$ cat src/hw/rtl/utf16_to_utf8_encoder_defines.svh
// Assertion macros for the UTF-16 to UTF-8 encoder.
// Each one samples on the rising edge of clock and is muted while reset is high.
`ifndef UTF16_TO_UTF8_ENCODER_DEFINES_SVH
`define UTF16_TO_UTF8_ENCODER_DEFINES_SVH

// Same-cycle implication.
`define U16U8_ASSERT_NOW(label, ante, cons, msg) \
   label: assert property (@(posedge clock) disable iff (reset) (ante) |-> (cons)) \
      else $error(msg);

// Next-cycle implication.
`define U16U8_ASSERT_NEXT(label, ante, cons, msg) \
   label: assert property (@(posedge clock) disable iff (reset) (ante) |=> (cons)) \
      else $error(msg);

`endif

$ cat src/hw/rtl/u16u8_pkg.sv
package u16u8_pkg;

   // Most bytes one request can produce: a flushed high surrogate plus a 3-byte unit
   localparam int unsigned MaxBytes          = 6;
   localparam int unsigned CountWidth        = $clog2(MaxBytes + 1);
   localparam int unsigned QueueDepthDefault = 2;

   // Classification masks and tags
   localparam logic [15:0] MaskAscii = 16'hFF80;
   localparam logic [15:0] MaskTwo   = 16'hF800;
   localparam logic [15:0] MaskSurr  = 16'hFC00;
   localparam logic [15:0] HighTag   = 16'hD800;
   localparam logic [15:0] LowTag    = 16'hDC00;

   // UTF-8 lead and continuation prefixes
   localparam logic [7:0] Lead4   = 8'hF0;
   localparam logic [7:0] Lead3   = 8'hE0;
   localparam logic [7:0] Lead2   = 8'hC0;
   localparam logic [7:0] ContTag = 8'h80;

   // One classified request: bytes in send order from index 0
   typedef struct packed {
      logic [MaxBytes-1:0][7:0] bytes;
      logic [CountWidth-1:0]    count;
      logic                     eos;
   } job_type;

endpackage

$ cat src/hw/rtl/u16u8_front.sv
module u16u8_front (
   input  logic              clock,
   input  logic              reset,
   input  logic              req_valid,
   output logic              req_ready,
   input  logic [15:0]       req_code_unit,
   input  logic              q_not_full,
   output logic              q_push,
   output u16u8_pkg::job_type q_job
);
   import u16u8_pkg::*;

   logic        pending_ff, pending_in;
   logic [15:0] held_ff, held_in;

   logic                  accept;
   logic                  is_high, is_low;
   logic [2:0][7:0]       cur_bytes;
   logic [CountWidth-1:0] cur_count;
   logic                  cur_eos;
   logic [20:0]           cp;
   job_type               job;

   function automatic logic [2:0][7:0] three_form(input logic [15:0] u);
      logic [2:0][7:0] b;
      b[0] = Lead3   | {4'b0, u[15:12]};
      b[1] = ContTag | {2'b0, u[11:6]};
      b[2] = ContTag | {2'b0, u[5:0]};
      return b;
   endfunction

   always_comb begin
      accept  = req_valid && q_not_full;
      is_high = (req_code_unit & MaskSurr) == HighTag;
      is_low  = (req_code_unit & MaskSurr) == LowTag;
      cp      = 21'h10000 + {1'b0, held_ff[9:0], req_code_unit[9:0]};

      // classify the current unit as if nothing were held
      cur_bytes = '0;
      cur_count = '0;
      cur_eos   = 1'b0;
      if (req_code_unit == 16'h0000) begin
         cur_count = CountWidth'(1);
         cur_eos   = 1'b1;
      end else if (is_high) begin
         cur_count = '0;
      end else if ((req_code_unit & MaskAscii) == 16'h0000) begin
         cur_bytes[0] = req_code_unit[7:0];
         cur_count    = CountWidth'(1);
      end else if ((req_code_unit & MaskTwo) == 16'h0000) begin
         cur_bytes[0] = Lead2   | {3'b0, req_code_unit[10:6]};
         cur_bytes[1] = ContTag | {2'b0, req_code_unit[5:0]};
         cur_count    = CountWidth'(2);
      end else begin
         cur_bytes = three_form(req_code_unit);
         cur_count = CountWidth'(3);
      end

      job = '0;
      if (pending_ff && is_low) begin
         job.bytes[0] = Lead4   | {5'b0, cp[20:18]};
         job.bytes[1] = ContTag | {2'b0, cp[17:12]};
         job.bytes[2] = ContTag | {2'b0, cp[11:6]};
         job.bytes[3] = ContTag | {2'b0, cp[5:0]};
         job.count    = CountWidth'(4);
      end else if (pending_ff) begin
         // flush the held unit ahead of the current one
         job.bytes[2:0] = three_form(held_ff);
         for (int i = 0; i < 3; i++) begin
            job.bytes[i+3] = cur_bytes[i];
         end
         job.count = CountWidth'(3) + cur_count;
         job.eos   = cur_eos;
      end else begin
         job.bytes[2:0] = cur_bytes;
         job.count      = cur_count;
         job.eos        = cur_eos;
      end

      pending_in = pending_ff;
      held_in    = held_ff;
      if (accept) begin
         pending_in = is_high;
         if (is_high) begin
            held_in = req_code_unit;
         end
      end

      req_ready = q_not_full;
      q_push    = accept && (job.count != '0);
      q_job     = job;
   end

   always_ff @(posedge clock) begin
      if (reset) begin
         pending_ff <= 1'b0;
      end else begin
         pending_ff <= pending_in;
      end
   end

   always_ff @(posedge clock) begin
      held_ff <= held_in;
   end

endmodule

$ cat src/hw/rtl/u16u8_queue.sv
module u16u8_queue #(
   parameter int unsigned Depth = u16u8_pkg::QueueDepthDefault
) (
   input  logic               clock,
   input  logic               reset,
   input  logic               push,
   input  u16u8_pkg::job_type push_job,
   input  logic               pop,
   output logic               not_full,
   output logic               not_empty,
   output u16u8_pkg::job_type head_job
);
   import u16u8_pkg::*;

   localparam int unsigned PtrWidth = (Depth > 1) ? $clog2(Depth) : 1;
   localparam int unsigned CntWidth = $clog2(Depth + 1);

   job_type               mem_ff [Depth];
   logic [PtrWidth-1:0]   wr_ptr_ff, wr_ptr_in;
   logic [PtrWidth-1:0]   rd_ptr_ff, rd_ptr_in;
   logic [CntWidth-1:0]   count_ff, count_in;

   function automatic logic [PtrWidth-1:0] bump(input logic [PtrWidth-1:0] p);
      return (p == PtrWidth'(Depth - 1)) ? '0 : p + 1'b1;
   endfunction

   always_comb begin
      not_full  = count_ff != CntWidth'(Depth);
      not_empty = count_ff != '0;
      head_job  = mem_ff[rd_ptr_ff];
      wr_ptr_in = push ? bump(wr_ptr_ff) : wr_ptr_ff;
      rd_ptr_in = pop  ? bump(rd_ptr_ff) : rd_ptr_ff;
      count_in  = count_ff;
      if (push && !pop) begin
         count_in = count_ff + 1'b1;
      end else if (pop && !push) begin
         count_in = count_ff - 1'b1;
      end
   end

   always_ff @(posedge clock) begin
      if (reset) begin
         wr_ptr_ff <= '0;
         rd_ptr_ff <= '0;
         count_ff  <= '0;
      end else begin
         wr_ptr_ff <= wr_ptr_in;
         rd_ptr_ff <= rd_ptr_in;
         count_ff  <= count_in;
      end
   end

   always_ff @(posedge clock) begin
      if (push) begin
         mem_ff[wr_ptr_ff] <= push_job;
      end
   end

endmodule

$ cat src/hw/rtl/u16u8_back.sv
module u16u8_back (
   input  logic               clock,
   input  logic               reset,
   input  logic               q_not_empty,
   input  u16u8_pkg::job_type q_job,
   output logic               q_pop,
   output logic               rsp_valid,
   input  logic               rsp_ready,
   output logic [7:0]         rsp_out_byte,
   output logic               rsp_last_of_run,
   output logic               rsp_end_of_string
);
   import u16u8_pkg::*;

   localparam int unsigned IdxWidth = $clog2(MaxBytes);

   job_type             job_ff, job_in;
   logic                busy_ff, busy_in;
   logic [IdxWidth-1:0] idx_ff, idx_in;
   logic                valid_ff, valid_in;
   logic [7:0]          byte_ff, byte_in;
   logic                last_ff, last_in;
   logic                eos_ff, eos_in;

   logic out_free, is_last, emit, load;

   always_comb begin
      out_free = !valid_ff || rsp_ready;
      is_last  = CountWidth'(idx_ff) + CountWidth'(1) == job_ff.count;
      emit     = busy_ff && out_free;
      // take the next job as the current one sends its final byte
      load     = q_not_empty && (!busy_ff || (emit && is_last));

      job_in  = load ? q_job : job_ff;
      busy_in = busy_ff;
      if (load) begin
         busy_in = 1'b1;
      end else if (emit && is_last) begin
         busy_in = 1'b0;
      end
      idx_in = idx_ff;
      if (load) begin
         idx_in = '0;
      end else if (emit) begin
         idx_in = idx_ff + 1'b1;
      end

      valid_in = emit ? 1'b1 : (rsp_ready ? 1'b0 : valid_ff);
      byte_in  = emit ? job_ff.bytes[idx_ff] : byte_ff;
      last_in  = emit ? is_last : last_ff;
      eos_in   = emit ? (is_last && job_ff.eos) : eos_ff;

      q_pop             = load;
      rsp_valid         = valid_ff;
      rsp_out_byte      = byte_ff;
      rsp_last_of_run   = last_ff;
      rsp_end_of_string = eos_ff;
   end

   always_ff @(posedge clock) begin
      if (reset) begin
         busy_ff  <= 1'b0;
         valid_ff <= 1'b0;
         idx_ff   <= '0;
      end else begin
         busy_ff  <= busy_in;
         valid_ff <= valid_in;
         idx_ff   <= idx_in;
      end
   end

   always_ff @(posedge clock) begin
      job_ff  <= job_in;
      byte_ff <= byte_in;
      last_ff <= last_in;
      eos_ff  <= eos_in;
   end

endmodule

$ cat src/hw/rtl/utf16_to_utf8_encoder.sv
// UTF-16 to UTF-8 stream encoder. Each request carries one UTF-16 code unit, and the
// response channel returns the UTF-8 bytes one per transfer, with last_of_run on the final
// byte of each request and end_of_string on the zero terminator. A high surrogate is held
// without output until the next unit: a following low surrogate makes the 4-byte form,
// anything else first flushes the held unit as 3 bytes. A zero unit flushes, then sends the
// terminator. The front end accepts one request per cycle while the job queue (QueueDepth
// entries) has room; the byte serialiser then sends the bytes one at a time: 1 to 3 bytes for
// a plain unit, 4 for a surrogate pair, up to 6 when a flush precedes a 3-byte unit, and
// none for a high surrogate that is only held. Sustained throughput is thus set by the
// output serialiser at one byte per cycle while rsp_ready is high. The first byte passes
// through the job queue, the serialiser's job register and its output register.
`include "utf16_to_utf8_encoder_defines.svh"

module utf16_to_utf8_encoder #(
   parameter int unsigned QueueDepth = u16u8_pkg::QueueDepthDefault
) (
   input  logic        clock,
   input  logic        reset,
   input  logic        req_valid,
   output logic        req_ready,
   input  logic [15:0] req_code_unit,
   output logic        rsp_valid,
   input  logic        rsp_ready,
   output logic [7:0]  rsp_out_byte,
   output logic        rsp_last_of_run,
   output logic        rsp_end_of_string
);
   import u16u8_pkg::*;

   // front end to queue
   logic    q_push;
   job_type q_push_job;
   logic    q_not_full;
   // queue to serialiser
   logic    q_pop;
   logic    q_not_empty;
   job_type q_head_job;

   // classify each request and track the held surrogate
   u16u8_front u_front (
      .clock         (clock),
      .reset         (reset),
      .req_valid     (req_valid),
      .req_ready     (req_ready),
      .req_code_unit (req_code_unit),
      .q_not_full    (q_not_full),
      .q_push        (q_push),
      .q_job         (q_push_job)
   );

   // hold classified jobs so either side can stall on its own
   u16u8_queue #(
      .Depth (QueueDepth)
   ) u_queue (
      .clock     (clock),
      .reset     (reset),
      .push      (q_push),
      .push_job  (q_push_job),
      .pop       (q_pop),
      .not_full  (q_not_full),
      .not_empty (q_not_empty),
      .head_job  (q_head_job)
   );

   // send the bytes of each job through a registered output stage
   u16u8_back u_back (
      .clock             (clock),
      .reset             (reset),
      .q_not_empty       (q_not_empty),
      .q_job             (q_head_job),
      .q_pop             (q_pop),
      .rsp_valid         (rsp_valid),
      .rsp_ready         (rsp_ready),
      .rsp_out_byte      (rsp_out_byte),
      .rsp_last_of_run   (rsp_last_of_run),
      .rsp_end_of_string (rsp_end_of_string)
   );

   // terminator always closes its request's run and is a zero byte
   `U16U8_ASSERT_NOW(a_eos_is_last, rsp_valid && rsp_end_of_string, rsp_last_of_run, "terminator not last of run")
   `U16U8_ASSERT_NOW(a_eos_is_zero, rsp_valid && rsp_end_of_string, rsp_out_byte == 8'h00, "terminator byte not zero")
   // a 4-byte lead byte is always followed by continuation bytes of the same request
   `U16U8_ASSERT_NOW(a_lead4_not_last, rsp_valid && (rsp_out_byte[7:3] == 5'b11110), !rsp_last_of_run, "4-byte lead ends run")
   // a request that produced bytes reaches the queue
   `U16U8_ASSERT_NEXT(a_push_fills, q_push && !q_pop, q_not_empty, "queue empty after push")

endmodule
$ cat config.mk
export PLATFORM = sky130hd
export DESIGN_NAME = utf16_to_utf8_encoder
export DESIGN_NICKNAME = d
export VERILOG_FILES = /design/src/hw/rtl/u16u8_pkg.sv /design/src/hw/rtl/u16u8_front.sv /design/src/hw/rtl/u16u8_queue.sv /design/src/hw/rtl/u16u8_back.sv /design/src/hw/rtl/utf16_to_utf8_encoder.sv
export VERILOG_INCLUDE_DIRS = /design/src /design/src/hw/rtl
export SDC_FILE = /design/constraint.sdc
export NUM_CORES = 1
export LEC_CHECK = 0
export ABC_AREA = 1
export BUFFER_PORTS_ARGS = -buffer_cell sky130_fd_sc_hd__buf_2
export CAP_MARGIN = 20
export CORE_ASPECT_RATIO = 0.5
export CORE_MARGIN = 3
export CORE_UTILIZATION = 40
export CTS_CLUSTER_DIAMETER = 40
export CTS_CLUSTER_SIZE = 24
export DETAILED_ROUTE_END_ITERATION = 10
export SLEW_MARGIN = 20
export SYNTH_ARGS = -nofsm -noshare
export SYNTH_HDL_FRONTEND = slang
export SYNTH_SLANG_ARGS = --single-unit
$ cat constraint.sdc
create_clock -name clock -period 5.12 [get_ports clock]
set_input_delay 0.256 -clock clock [delete_from_list [all_inputs] [get_ports clock]]
set_output_delay 0.256 -clock clock [all_outputs]
set_load 0.01 [all_outputs]
; ---- Yosys cells after proc, flatten, opt, wreduce, memory -nomap -nowiden
; Memory sizes are Yosys's and may differ from the RTL's. A register that Yosys moved wholly into a read port is not among the register bits.
; Cells that the tools add are included.
[word_totals]
ff_bits = 36
ram_bits = 104
input_bits = 20
output_inout_bits = 12
wordCells = 77
mem_count = 1
[op_classes]
addsub = 7
order_cmp = 1
eq_ne = 4
mux = 28
n_reduce_logical = 25
[mem_list]
columns = name, words, word_bits, read_ports, rd_ports_with_merged_regs, write_ports, line
row1 = u_queue.mem_ff, 2, 52, 1, 1, 1, u16u8_queue.sv:18  ; job_type mem_ff [Depth];
[op_table]
columns = op, count
row1 = $mux W24, 3
row2 = $logic_not A16 Y1, 3
row3 = $mux W35, 1
row4 = $mux W16, 2
row5 = $mux W28, 1
row6 = $bmux W8 S3, 1
row7 = $mux W8, 3
row8 = $add A17 B20 Y21 const A, 1
row9 = $mux W14, 1
row10 = $eq A6 B6 Y1 const B, 2
row11 = $mux W1, 11
row12 = $logic_and A1 B1 Y1, 9
row13 = $mux W3, 3
row14 = $reduce_bool A2 Y1, 4
row15 = $logic_not A1 Y1, 4
row16 = $lt A3 B4 Y1 const B, 1
row17 = $mux W2, 2
row18 = $add A2 B3 Y3 const A, 1
row19 = $add A3 B1 Y3 const B, 1
row20 = $eq A3 B3 Y1, 1
row21 = $reduce_bool A3 Y1, 1
row22 = $add A1 B1 Y1 const B, 2
row23 = $add A2 B1 Y2 const B, 1
row24 = $logic_or A1 B1 Y1, 2
row25 = 4 further kinds, 4

; ---- Depth between registers and ports, before layout
; Gate-level depths: netlist of the first run.
[depth]
depth_word = 14
ltp_mapped = 18
depth_no_buf = 18

; ---- Modules after synthesis
; A second synthesis of the first run with hierarchy kept.
[hier_totals]
hier_cells = 615
hier_area_um2 = 8408.1
[by_module_without_submodules]
columns = module, n_inst, cells_per_inst, area_each_um2, seq_area_each_um2
row1 = u16u8_queue, 1, 195, 4234.1, 3223.1
row2 = u16u8_back, 1, 196, 2633.8, 1961.9
row3 = u16u8_front, 1, 224, 1540.2, 500.5

; ---- Least setup slack after synthesis of the first run
; OpenSTA, ideal clock, no wires.
[synth_path]
path_kind = input-to-reg
startpoint = in req_code_unit[12]
endpoint = mem u_queue.mem_ff[0][0] (netlist name), enable pin
t_arrival_ns = 3.433
required_time_ns = 4.666
path_slack_ns = 1.233
stages = 13
path_buffers = 0
path_cell_list = nor2_2 -> nand3_4 -> inv_2 -> nand2_2 -> nand2_2 -> ha_1 -> nand2_1 -> inv_1 -> nor2_1 -> nand2_1 -> nand3_2 -> nand2_1 -> nor2_1
[synth_between]
elab_chain_len = 12
elab_cells_between_ends = 17
classes_between = add/sub (1) / eq/ne (2) / mux (8) / reduce/logical (6)
[synth_rtl]
columns = item, line
row1 = from (decl), utf16_to_utf8_encoder.sv:21  ; input logic [15:0] req_code_unit,
row2 = $logic_not A16 Y1, u16u8_front.sv:50  ; end else if ((req_code_unit & MaskTwo) == 16'h0000) begin
row3 = $mux W1, u16u8_front.sv:50
row4 = $mux W3, u16u8_front.sv:47  ; end else if ((req_code_unit & MaskAscii) == 16'h0000) begin
row5 = $mux W3, u16u8_front.sv:45  ; end else if (is_high) begin
row6 = $mux W3, u16u8_front.sv:42  ; if (req_code_unit == 16'h0000) begin
row7 = $add A2 B3 Y3, u16u8_front.sv:72  ; job.count = CountWidth'(3) + cur_count;
row8 = $mux W28, u16u8_front.sv:66  ; end else if (pending_ff) begin
row9 = $mux W35 *, u16u8_front.sv:60  ; if (pending_ff && is_low) begin
row10 = $reduce_bool A3 Y1 *, u16u8_front.sv:90  ; q_push = accept && (job.count != '0);
row11 = $logic_and A1 B1 Y1 *, u16u8_front.sv:90
row12 = $mux W1 *, u16u8_queue.sv:54  ; if (push) begin
row13 = $mux W1 (implied by the code) *, u16u8_queue.sv:55  ; mem_ff[wr_ptr_ff] <= push_job;
row14 = to (decl), u16u8_queue.sv:18
; Every way passes the cells marked *; elsewhere a longest branch is shown, timed or not.

; ---- Final worst setup path of the first run
[layout_path]
startpoint = reg u_front.pending_ff
endpoint = mem u_queue.mem_ff[1][8] (netlist name), enable pin
[layout_between]
elab_chain_len = 6
elab_cells_between_ends = 7
classes_between = mux (4) / reduce/logical (3)
[layout_rtl]
columns = item, line
row1 = from (decl), u16u8_front.sv:13  ; logic pending_ff, pending_in;
row2 = from (signal assigned), u16u8_front.sv:98  ; pending_ff <= pending_in;
row3 = $mux W28 or $logic_and A1 B1 Y1 (tied branches), "u16u8_front.sv:66, u16u8_front.sv:60"
row4 = $mux W35 *, u16u8_front.sv:60
row5 = $reduce_bool A3 Y1 *, u16u8_front.sv:90
row6 = $logic_and A1 B1 Y1 *, u16u8_front.sv:90
row7 = $mux W1 *, u16u8_queue.sv:54
row8 = $mux W1 (implied by the code) *, u16u8_queue.sv:55
; Marked as above.

==> metrics.yaml, run 1 <==
final_layout:
  layout_common_cells: "edfxtp_1, nand2_1, nor2_1"
  final_common_cell: "edfxtp_1"
  layout.nets: 601
  layout.cells.non_filler: 824
  diodes: 0
  area_delta_synth_final_pct: 13.2
  drive_above_1_share_pct: 24.1
place:
  dpl.hpwl_mm: 11.2
  portBuffers: 31
  dp_slack_ns: 1.90
  gp_congestion: 0.917
  dp.cells: 792
route:
  wirelength_mm: 16.2
  drtAntennaViolNets: 0
  drtPass1Iterations: 5
  route.detailed.drc: 0
  vias_per_cell: 5.27
  drt-wirelength-per-cell_um: 19.6
  num_vias: 4343
  drt_iter0_drc: 496
worst_setup_path:
  max_stage_delay_ns: 0.68
  critPathLaunchType: "flop"
  end_kind: "flop"
  crit_chain: "inv_2 > nor3_1 > nand2_1 > inv_2 > nor2_1 > nand2_1 > nand3_2 > nand3_2 > clkinv_2"
  criticalPathCategory: "flop to flop"
  worstPathMaxFanout: 48
  worstPathRequired_ns: 5.01
  critPathArrivalTime_ns: 3.21
  slowest_stage: "clkinv_2"
grt:
  first_global_vias: 4105
  grt-ovfl-total: 0
  grt_start_max_net_pins: 51
  track_usage_pct: 16.8
  antenna_found_initial: 0
  grt_pass1_wl_mm: 24.7
clocking:
  numCtsBuffers: 17
  cts_tree: "done"
  clk_pin_slew_ns: 0.07
  post_cts_resize_count: 0
  post_cts_buffers: 0
  hold_buffers: 0
  cts_sinks: 180
  clk_latency_ns: 0.43
  clk_path_buf_depth: 2
  htree_levels: 4
  clockRootBuffer: "clkbuf_16"
timing:
  period_minus_slack_ns: 3.32
  post-route-period-util_pct: 64.9
  tightest_slew_ns: 0.988
  rsz0062_at_grt: "no"
  finalSetupTns_ns: 0
  setup_ws_ns: 1.80
  setup_viol: 0
  fin_skew_ns: 0.0160
  finalHoldViolCount: 0
  fmax_mhz: 301
  slew_violations: 0
  relSlewSlack_pct: 34.0
floorplan:
  fp.coreArea_mm2: 0.0177
  dieHeight_um: 102
  ioPinCount: 32
  start_util_pct: 41.7
  row_count: 34
  die_w_um: 198
  dieArea_mm2: 0.0203
power_and_ir_drop:
  max-vdd-ir-drop_v: 0.000263
  power_per_cell_area_mw_per_mm2: 512
  p_leak_nw: 2.99
  total_power_mw: 4.29
synth:
  synth_area_mm2: 0.00740
  yosysTopAreaCell: "edfxtp_1"
  synth.distinct_cells: 35
  syn_inst: 544
  yosysSeqAreaShare_pct: 71.7
  synth_edf_count: 170
  ys_ff_latch: 180
  synth_ff_type: "edfxtp_1"
  yosysTopAreaCellShare_pct: 69.0
  async_flop_share_pct: 0
  syn_avg_cell_area_um2: 13.6
  yosysWarnings: 0
  synth_nets: 568
  synthTopCellsByArea: "edfxtp_1, mux2_2, nand2_1"
flow_run:
  drv_cap: 0
min_path:
  worstHoldPathType: "primary input to flop"
run_status:
  status: "finished, final reports clean"
-- metrics by stage --
step	hold slack (ns)	util [%]	instance area, um^2
after global routing	0.0274	47.2	8380
after floorplan	0.325	-	7400
after global placement	0.463	43.9	7790
final	0.0359	47.2	8380
after CTS	0.0227	47.2	8380
after detailed placement	0.469	43.9	7790
-- per-layer routing --
layer	share of wire [%]	global-route usage, %	vias to the layer above	routed length (um)
met5	0	0	-	0
met4	2.0	6.36	0	323
met3	6.3	2.96	25	1010
met2	39	22.7	179	6320
met1	53	26.7	2105	8500
li1	-	-	2034	-
-- cell usage after synthesis, types with 2 or more instances --
cell       count
nor3_1         3
nor2_1        55
nand2_2        6
o21ai_1        3
xor2_1         2
or2_2          2
o2111ai_1      2
o21bai_1       2
o211ai_1       2
dfxtp_1       10
nand3_2        2
nand3_1       15
buf_2          7
inv_1         44
o21ai_0       35
mux2_2        48
o22ai_1       17
edfxtp_1     170
clkbuf_1      10
nor2_2         4
nand2_1       56
a21oi_1       14
nand4_1        2
inv_2          8
o221ai_1      12
ha_1           4
-- layout make-up --
cell class,instances,area [um^2]
Fill cell,1551,9360
Sequential cell,180,5310
Multi-Input combinational cell,292,1820
Clock buffer,19,453
Tap cell,234,293
Inverter,52,196
Timing Repair Buffer,34,178
Clock inverter,13,138
-- cells by family after synthesis --
family          synth area share [%]
fa+ha+maj                      0.676
buf+inv                         3.92
xor+xnor                       0.355
compound gates                  7.45
simple gates                    8.64
mux                             7.30
flops                           71.7
-- report_power, final --
part / internal (mW) / total, mW / leakage (nW) / switching (mW)
logic: 0.280 / 0.832 / 1.07 / 0.552
clock network: 0.712 / 1.29 / 0.279 / 0.582
registers: 2.06 / 2.17 / 1.64 / 0.106
total: 3.05 / 4.29 / 2.99 / 1.24
-- sequential cells by signal, summed over array words and instances (netlist names) --
signal,cells
u_queue.count_ff,2
u_back.rsp_last_of_run,1
u_queue.rd_ptr_ff,1
u_queue.mem_ff,96
u_back.rsp_valid,1
u_back.rsp_end_of_string,1
u_front.held_ff,16
u_back.idx_ff,3
u_back.job_ff,48
u_back.busy_ff,1
u_queue.wr_ptr_ff,1
u_back.rsp_out_byte,8
u_front.pending_ff,1
-- path summary, 6_finish.rpt --
check	start	to	slack, ns	cells past startpoint
worst max-delay path	u_front.pending_ff	u_queue.mem_ff[1][8]	1.80	9
worst min-delay path	req_code_unit[7]	u_front.held_ff[7]	0.04	1
worst max register to register	u_front.pending_ff	u_queue.mem_ff[1][8]	1.80	9
worst min register to register	u_queue.count_ff[1]	u_queue.count_ff[1]	0.50	2
-- critical path: cells and delay by family, from the launching register on --
family	cells	cell delay, ns
buffers and inverters	3	1.17
DFF	1	0.51
and+or+nand+nor	6	1.06
Note: power is estimated with default switching activity, not from simulation.
==> run 2, diff against run 1 <==
- clock period: 5.12 -> 2.7 ns (I/O delays scaled with it)
==> run 2 against run 1 <==
Effect of this change: clock skew shrank 0.0082 ns; worst hold slack gained 0.20 ns; clock power grew 89%; via count grew 4.6%; register-to-register slack lost 1.5 ns; critical path depth grew 9; global-route usage grew 0.32 points; flip-flop and latch count is the same; first-iteration DRC count grew 9.9%; non-clock buffer count grew 37; routed wire length grew 1.8%; critical endpoint is now u_queue.count_ff[1]; largest cell class unchanged.
==> metrics.yaml, run 2 (synthesized netlist as in run 1, its figures left out) <==
worst_setup_path:
  worstPathMaxFanout: 6  # -88%
  critPathArrivalTime_ns: 2.85  # -0.36 ns
  crit_chain: "dlygate4sd3_1 > buf_2 > nor2_4 > nand3_4 > o21ai_4 > ha_1 > nand2_1 > inv_1 > nor2_1 > nand2_1 > nand3_2 > nand2_2 > inv_1 > ha_1 > a21oi_1 > o21ai_0 > o21ai_1 > a21oi_1"
  slowest_stage: "dlygate4sd3_1"
  r2r_start: "u_back.idx_ff[0]"
  end_kind: "flop"
  critPathLaunchType: "primary input"
  reg2reg_slack_ns: 0.28  # -1.52 ns
  r2r_cells: 11  # +2
  path_buf_inv: 4  # +1
  cpLargestDelayFamily: "buffers and inverters"
  max_stage_delay_ns: 0.54  # -0.14 ns
  worstPathRequired_ns: 3.01  # -2.00 ns
  rr_endpoint: "u_queue.count_ff[1]"
  criticalPathCategory: "primary input to flop"
final_layout:
  drive_above_1_share_pct: 25.8  # +1.8 points
  diodes: 0  # unchanged
  final_common_cell: "edfxtp_1"
  layout.nets: 638  # +6.2%
  seq_area_mm2: 0.00531  # unchanged
  multi_input_area_mm2: 0.00183  # +0.83%
  area_delta_synth_final_pct: 18.4
  regMostFlops: "u_queue.mem_ff"
  reg_top3: "u_queue.mem_ff: 96 flops, u_back.job_ff: 48 flops, u_front.held_ff: 16 flops"
  layout_common_cells: "edfxtp_1, nand2_1, nor2_1"
  largest_reg_flops: 96  # unchanged
  n_fill_cell: 1513  # -2.5%
  layout.cells.non_filler: 861  # +4.5%
floorplan:
  ioPinCount: 32  # unchanged
  dieHeight_um: 102  # unchanged
  start_util_pct: 41.7  # unchanged
  die_w_um: 198  # unchanged
  row_count: 34  # unchanged
  fp.coreArea_mm2: 0.0177  # unchanged
  dieArea_mm2: 0.0203  # unchanged
place:
  dpl.hpwl_mm: 10.7  # -3.9%
  dp.cells: 806  # +1.8%
  portBuffers: 31  # unchanged
  gp_congestion: 0.883  # -3.6%
route:
  route.detailed.drc: 0  # unchanged
  wirelength_mm: 16.4  # +1.8%
  num_vias: 4543  # +4.6%
  vias_per_cell: 5.28  # +0.11%
  drt-wirelength-per-cell_um: 19.1  # -2.5%
  drtAntennaViolNets: 0  # unchanged
  drtPass1Iterations: 5  # unchanged
  drt_iter0_drc: 545  # +9.9%
timing:
  period_minus_slack_ns: 2.53
  fmax_mhz: 395
  fin_skew_ns: 0.00780  # -0.00817 ns
  finalHoldViolCount: 0  # unchanged
  finalSetupTns_ns: 0  # unchanged
  slew_violations: 0  # unchanged
  relSlewSlack_pct: 56.5  # +22 points
  setup_viol: 0  # unchanged
  tightest_slew_ns: 0.648  # -0.340 ns
  post-route-period-util_pct: 93.9
clocking:
  cts_sinks: 180  # unchanged
  numCtsBuffers: 17  # unchanged
  htree_levels: 4  # unchanged
  cts_tree: "done"
  clk_path_buf_depth: 2  # unchanged
  clk_pin_slew_ns: 0.07  # about the same
  clockRootBuffer: "clkbuf_16"
  clk_latency_ns: 0.43  # about the same
grt:
  use_met1_pct: 27.3  # +0.58 points
  track_usage_pct: 17.1  # +0.32 points
  top_usage_layer: "met1"
  grt-ovfl-total: 0  # unchanged
  grt_use_met3_pct: 4.48  # +1.5 points
  grt_pass1_wl_mm: 25.5  # +3.3%
  use_met2_pct: 23.2  # +0.56 points
  first_global_vias: 4255  # +3.7%
  grt_start_max_net_pins: 51  # unchanged
  antenna_found_initial: 0  # unchanged
power_and_ir_drop:
  p_switching_mw: 2.33  # +88%
  switching_share_pct: 28.3  # -0.58 points
  clockPowerShare_pct: 29.6  # -0.6 points
  power.share.combinational_pct: 21.4  # +2.0 points
  power.internal_mw: 5.90  # +93%
  max-vdd-ir-drop_v: 0.000467  # +78%
  power_per_cell_area_mw_per_mm2: 939  # +83%
  total_power_mw: 8.23  # +92%
  p_seq_share_pct: 49.0  # -1.5 points
  p_leak_nw: 3.19  # +6.7%
min_path:
  worstHoldPathType: "primary input to flop"
  whs_endpoint: "u_front.pending_ff"
  hold_path.startpoint: "req_valid"
  whs_path_depth: 4  # +3
flow_run:
  drv_cap: 0  # unchanged
run_status:
  status: "finished, final reports clean"
## run 2: cell count changes in the layout (fill, tap and decap cells not counted), moves of 2 or more
cell	delta
clkinv_4	+3
nand2_2	+2
inv_8	-2
nand2_1	-2
nor2_2	-2
clkinvlp_4	-4
buf_4	+15
dlygate4sd3_1	+18
inv_4	+2
buf_12	+4
clkbuf_16	+2
nor2_4	+2
## run 2: power groups by stage
stage	sequential, mW	combinational [mW]	clock [mW]
floorplan	4.09	1.10	0
global placement	4.08	1.73	0
detailed placement	4.10	1.75	0
CTS	4.04	1.78	2.47
global route	4.09	1.95	2.59
finish	4.03	1.76	2.44
## run 2: worst max path at each step
| stage | slack, ns | cells after the start | to | startpoint |
|---|---|---|---|---|
| after detailed placement | 0.16 | 17 | u_queue.count_ff[1] | req_code_unit[12] |
| after global routing | -0.01 | 20 | u_queue.count_ff[1] | req_code_unit[12] |
| final | 0.17 | 18 | u_queue.count_ff[1] | req_code_unit[12] |
| after CTS | 0.05 | 18 | u_queue.count_ff[1] | req_code_unit[12] |
| after global placement | 0.27 | 17 | u_queue.count_ff[1] | req_code_unit[12] |
| after floorplan | 0.06 | 13 | u_queue.mem_ff[1][0] | req_code_unit[12] |
## run 2: area by class of cell
cell class	instances	area share, %
well taps	234	3.34
multi-input cells	292	20.9
inverters	52	2.25
flip-flops and latches	180	60.5
clock inverters	10	0.956
repair buffers	71	6.28
clock buffers	22	5.78
## run 2: worst min-delay path: stages
cell and delay [ns]:
buf_2 0.08, nand2_1 0.16, a21oi_1 0.19, nor2_1 0.05
## run 2: stage by stage
stage	utilization, %	cell area, um^2	hold slack (ns)	setup slack (ns)
2_1_floorplan	-	7410	0.204	0.0586
5_1_grt	49.4	8770	0.280	-0.0126
4_1_cts	49.1	8710	0.235	0.0460
6_report	49.4	8770	0.235	0.165
3_3_place_gp	44.8	7940	0.340	0.275
3_5_place_dp	44.8	7940	0.346	0.162
## run 2: repair_timing
| action | in CTS | in global routing |
|---|---|---|
| buffers inserted | 0 | 5 |
| hold buffers | 18 | 0 |
| gates resized for setup | 0 | 6 |
| endpoints found under the hold margin | 18 | 0 |
| setup endpoints to repair | 0 | 1 |
## run 2: per-layer routing
layer | vias to the layer above | routed length, um
li1 | 2117 | -
met1 | 2225 | 8260
met2 | 185 | 6680
met3 | 16 | 1360
met4 | 0 | 145
met5 | - | 0
==> run 3, diff against run 2 <==
- CORE_UTILIZATION: 40 -> 55
- PLACE_DENSITY: unset -> 0.75
==> run 3 against run 2 <==
Effect of this change: core utilization rose by 18 points; register-to-register slack about the same; maximum frequency rose by 0.99%; critical endpoint unchanged; largest cell class unchanged; largest power group unchanged.
==> metrics.yaml, run 3 (synthesized netlist as in run 1, its figures left out) <==
worst_setup_path:
  worstPathMaxFanout: 6  # unchanged
  reg2reg_slack_ns: 0.28  # about the same
  slowest_stage: "dlygate4sd3_1"
  end_kind: "flop"
  worstPathRequired_ns: 3.01  # about the same
  max_stage_delay_ns: 0.53  # about the same
  crit_chain: "dlygate4sd3_1 > buf_2 > nor2_2 > nand3_4 > o21ai_4 > ha_1 > nand2_1 > inv_1 > nor2_1 > nand2_1 > nand3_2 > nand2_2 > inv_1 > ha_1 > a21oi_1 > o21ai_1 > o21ai_1 > a21oi_1"
  critPathArrivalTime_ns: 2.82  # -0.03 ns
  criticalPathCategory: "primary input to flop"
  rr_endpoint: "u_queue.count_ff[1]"
  r2r_start: "u_back.idx_ff[0]"
  r2r_cells: 11  # unchanged
  critPathLaunchType: "primary input"
timing:
  fmax_mhz: 398  # +0.99%
  slew_violations: 0  # unchanged
  fin_skew_ns: 0.0136  # +0.00584 ns
  tightest_slew_ns: 0.708  # +0.0601 ns
  finalHoldViolCount: 0  # unchanged
  fin_hold_ws_ns: 0.185  # -0.0504 ns
  finalSetupTns_ns: 0  # unchanged
  setup_viol: 0  # unchanged
  relSlewSlack_pct: 52.7  # -3.7 points
  post-route-period-util_pct: 93.0  # -0.92 points
  period_minus_slack_ns: 2.51  # -0.0248 ns
place:
  dp.cells: 740  # -8.2%
  gp_congestion: 0.899  # +1.8%
  portBuffers: 31  # unchanged
  dpl.hpwl_mm: 10.8  # +0.69%
  place_area_mm2: 0.00786  # -1.0%
route:
  drt_iter0_drc: 632  # +16%
  vias_per_cell: 5.86  # +11%
  wirelength_mm: 16.2  # -1.4%
  num_vias: 4696  # +3.4%
  drt-wirelength-per-cell_um: 20.2  # +6.0%
  drtPass1Iterations: 5  # unchanged
  route.detailed.drc: 0  # unchanged
  drtAntennaViolNets: 0  # unchanged
final_layout:
  drive_above_1_share_pct: 26.1  # +0.31 points
  regMostFlops: "u_queue.mem_ff"
  diodes: 0  # unchanged
  final_common_cell: "edfxtp_1"
  n_fill_cell: 902  # -40%
  stdcell_area_mm2: 0.00868  # -0.97%
  area_delta_synth_final_pct: 17.3
  layout_common_cells: "edfxtp_1, nand2_1, nor2_1"
  layout.nets: 642  # +0.63%
  layout.cells.non_filler: 801  # -7.0%
  largest_reg_flops: 96  # unchanged
  reg_top3: "u_queue.mem_ff: 96 flops, u_back.job_ff: 48 flops, u_front.held_ff: 16 flops"
grt:
  grt_use_met3_pct: 6.54  # +2.1 points
  use_met1_pct: 33.6  # +6.3 points
  track_usage_pct: 22.6  # +5.5 points
  grt_pass1_wl_mm: 24.7  # -3.3%
  grt-ovfl-total: 0  # unchanged
  use_met2_pct: 31.6  # +8.4 points
  grt_start_max_net_pins: 30  # -41%
  top_usage_layer: "met1"
  antenna_found_initial: 0  # unchanged
  first_global_vias: 4377  # +2.9%
floorplan:
  dieArea_mm2: 0.0150  # -26%
  dieHeight_um: 88.0  # -14%
  ioPinCount: 32  # unchanged
  start_util_pct: 57.3  # +16 points
  fp.coreArea_mm2: 0.0129  # -27%
  row_count: 29  # -15%
  die_w_um: 170  # -14%
clocking:
  clk_latency_ns: 0.42  # about the same
  clk_pin_slew_ns: 0.07  # about the same
  numCtsBuffers: 17  # unchanged
  clk_path_buf_depth: 2  # unchanged
  cts_tree: "done"
  htree_levels: 4  # unchanged
  cts_sinks: 180  # unchanged
  clockRootBuffer: "clkbuf_16"
power_and_ir_drop:
  total_power_mw: 8.09  # -1.7%
  p_leak_nw: 3.17  # -0.57%
  power_per_cell_area_mw_per_mm2: 932  # -0.77%
  max-vdd-ir-drop_v: 0.000461  # -1.2%
min_path:
  whs_path_depth: 4  # unchanged
  whs_endpoint: "u_front.pending_ff"
  hold_path.startpoint: "req_valid"
  worstHoldPathType: "primary input to flop"
flow_run:
  drv_cap: 0  # unchanged
run_status:
  status: "finished, final reports clean"
==> run 3: cell types whose count changed in the layout (fill, tap and decap cells not counted), sizes merged <==
cell / previous run / this run
buf: 53 / 57
clkinvlp: 0 / 5
inv: 56 / 54
clkbuf: 22 / 21
clkinv: 6 / 4
==> run 3: cell type report <==
type                            instances  area (um^2)  area share (%)
Multi-Input combinational cell        292         1830            21.1
Clock inverter                         11         78.8           0.908
Inverter                               52          198            2.28
Clock buffer                           21          462            5.32
Tap cell                              170          213            2.45
Sequential cell                       180         5310            61.1
Timing Repair Buffer                   75          593            6.83
==> run 3: where the power goes <==
part,internal [mW],switching [mW],total [mW]
clock network,1.23,1.01,2.25
logic,0.687,1.05,1.74
registers,3.89,0.214,4.10
==> run 3: worst max-delay path, delay by kind of cell <==
family,cells,cell delay [ns]
compound gates,5,0.65
fa+ha+maj,2,0.51
buf+inv,4,0.79
simple gates,7,0.71
==> run 3: worst max path at each step <==
stage                           start              endpoint  slack [ns]  cells past startpoint
CTS                 req_code_unit[13]   u_queue.count_ff[1]        0.03                     20
global placement    req_code_unit[12]   u_queue.count_ff[1]        0.26                     19
detailed placement  req_code_unit[12]   u_queue.count_ff[1]        0.14                     19
floorplan           req_code_unit[12]  u_queue.mem_ff[1][0]        0.06                     13
global route        req_code_unit[13]   u_queue.count_ff[1]       -0.03                     18
finish              req_code_unit[13]   u_queue.count_ff[1]        0.19                     18
==> run 3: repair_timing <==
item	in CTS	in global routing
hold buffers	18	0
resized for setup	0	8
endpoints found under the hold margin	20	0
setup buffers	0	11
setup endpoints to repair	0	21
==> run 3: metrics by stage <==
| step | setup slack [ns] | utilization [%] |
|---|---|---|
| floorplan | 0.0586 | - |
| global placement | 0.255 | 60.8 |
| detailed placement | 0.144 | 60.8 |
| CTS | 0.0269 | 66.4 |
| global route | -0.0313 | 67.2 |
| finish | 0.190 | 67.2 |
==> run 3: metal layers <==
metal | vias to the layer above | part of all wire [%]
met5 | - | 0
met4 | 0 | 2.5
met3 | 39 | 9.6
met2 | 261 | 42
met1 | 2263 | 46
li1 | 2133 | -
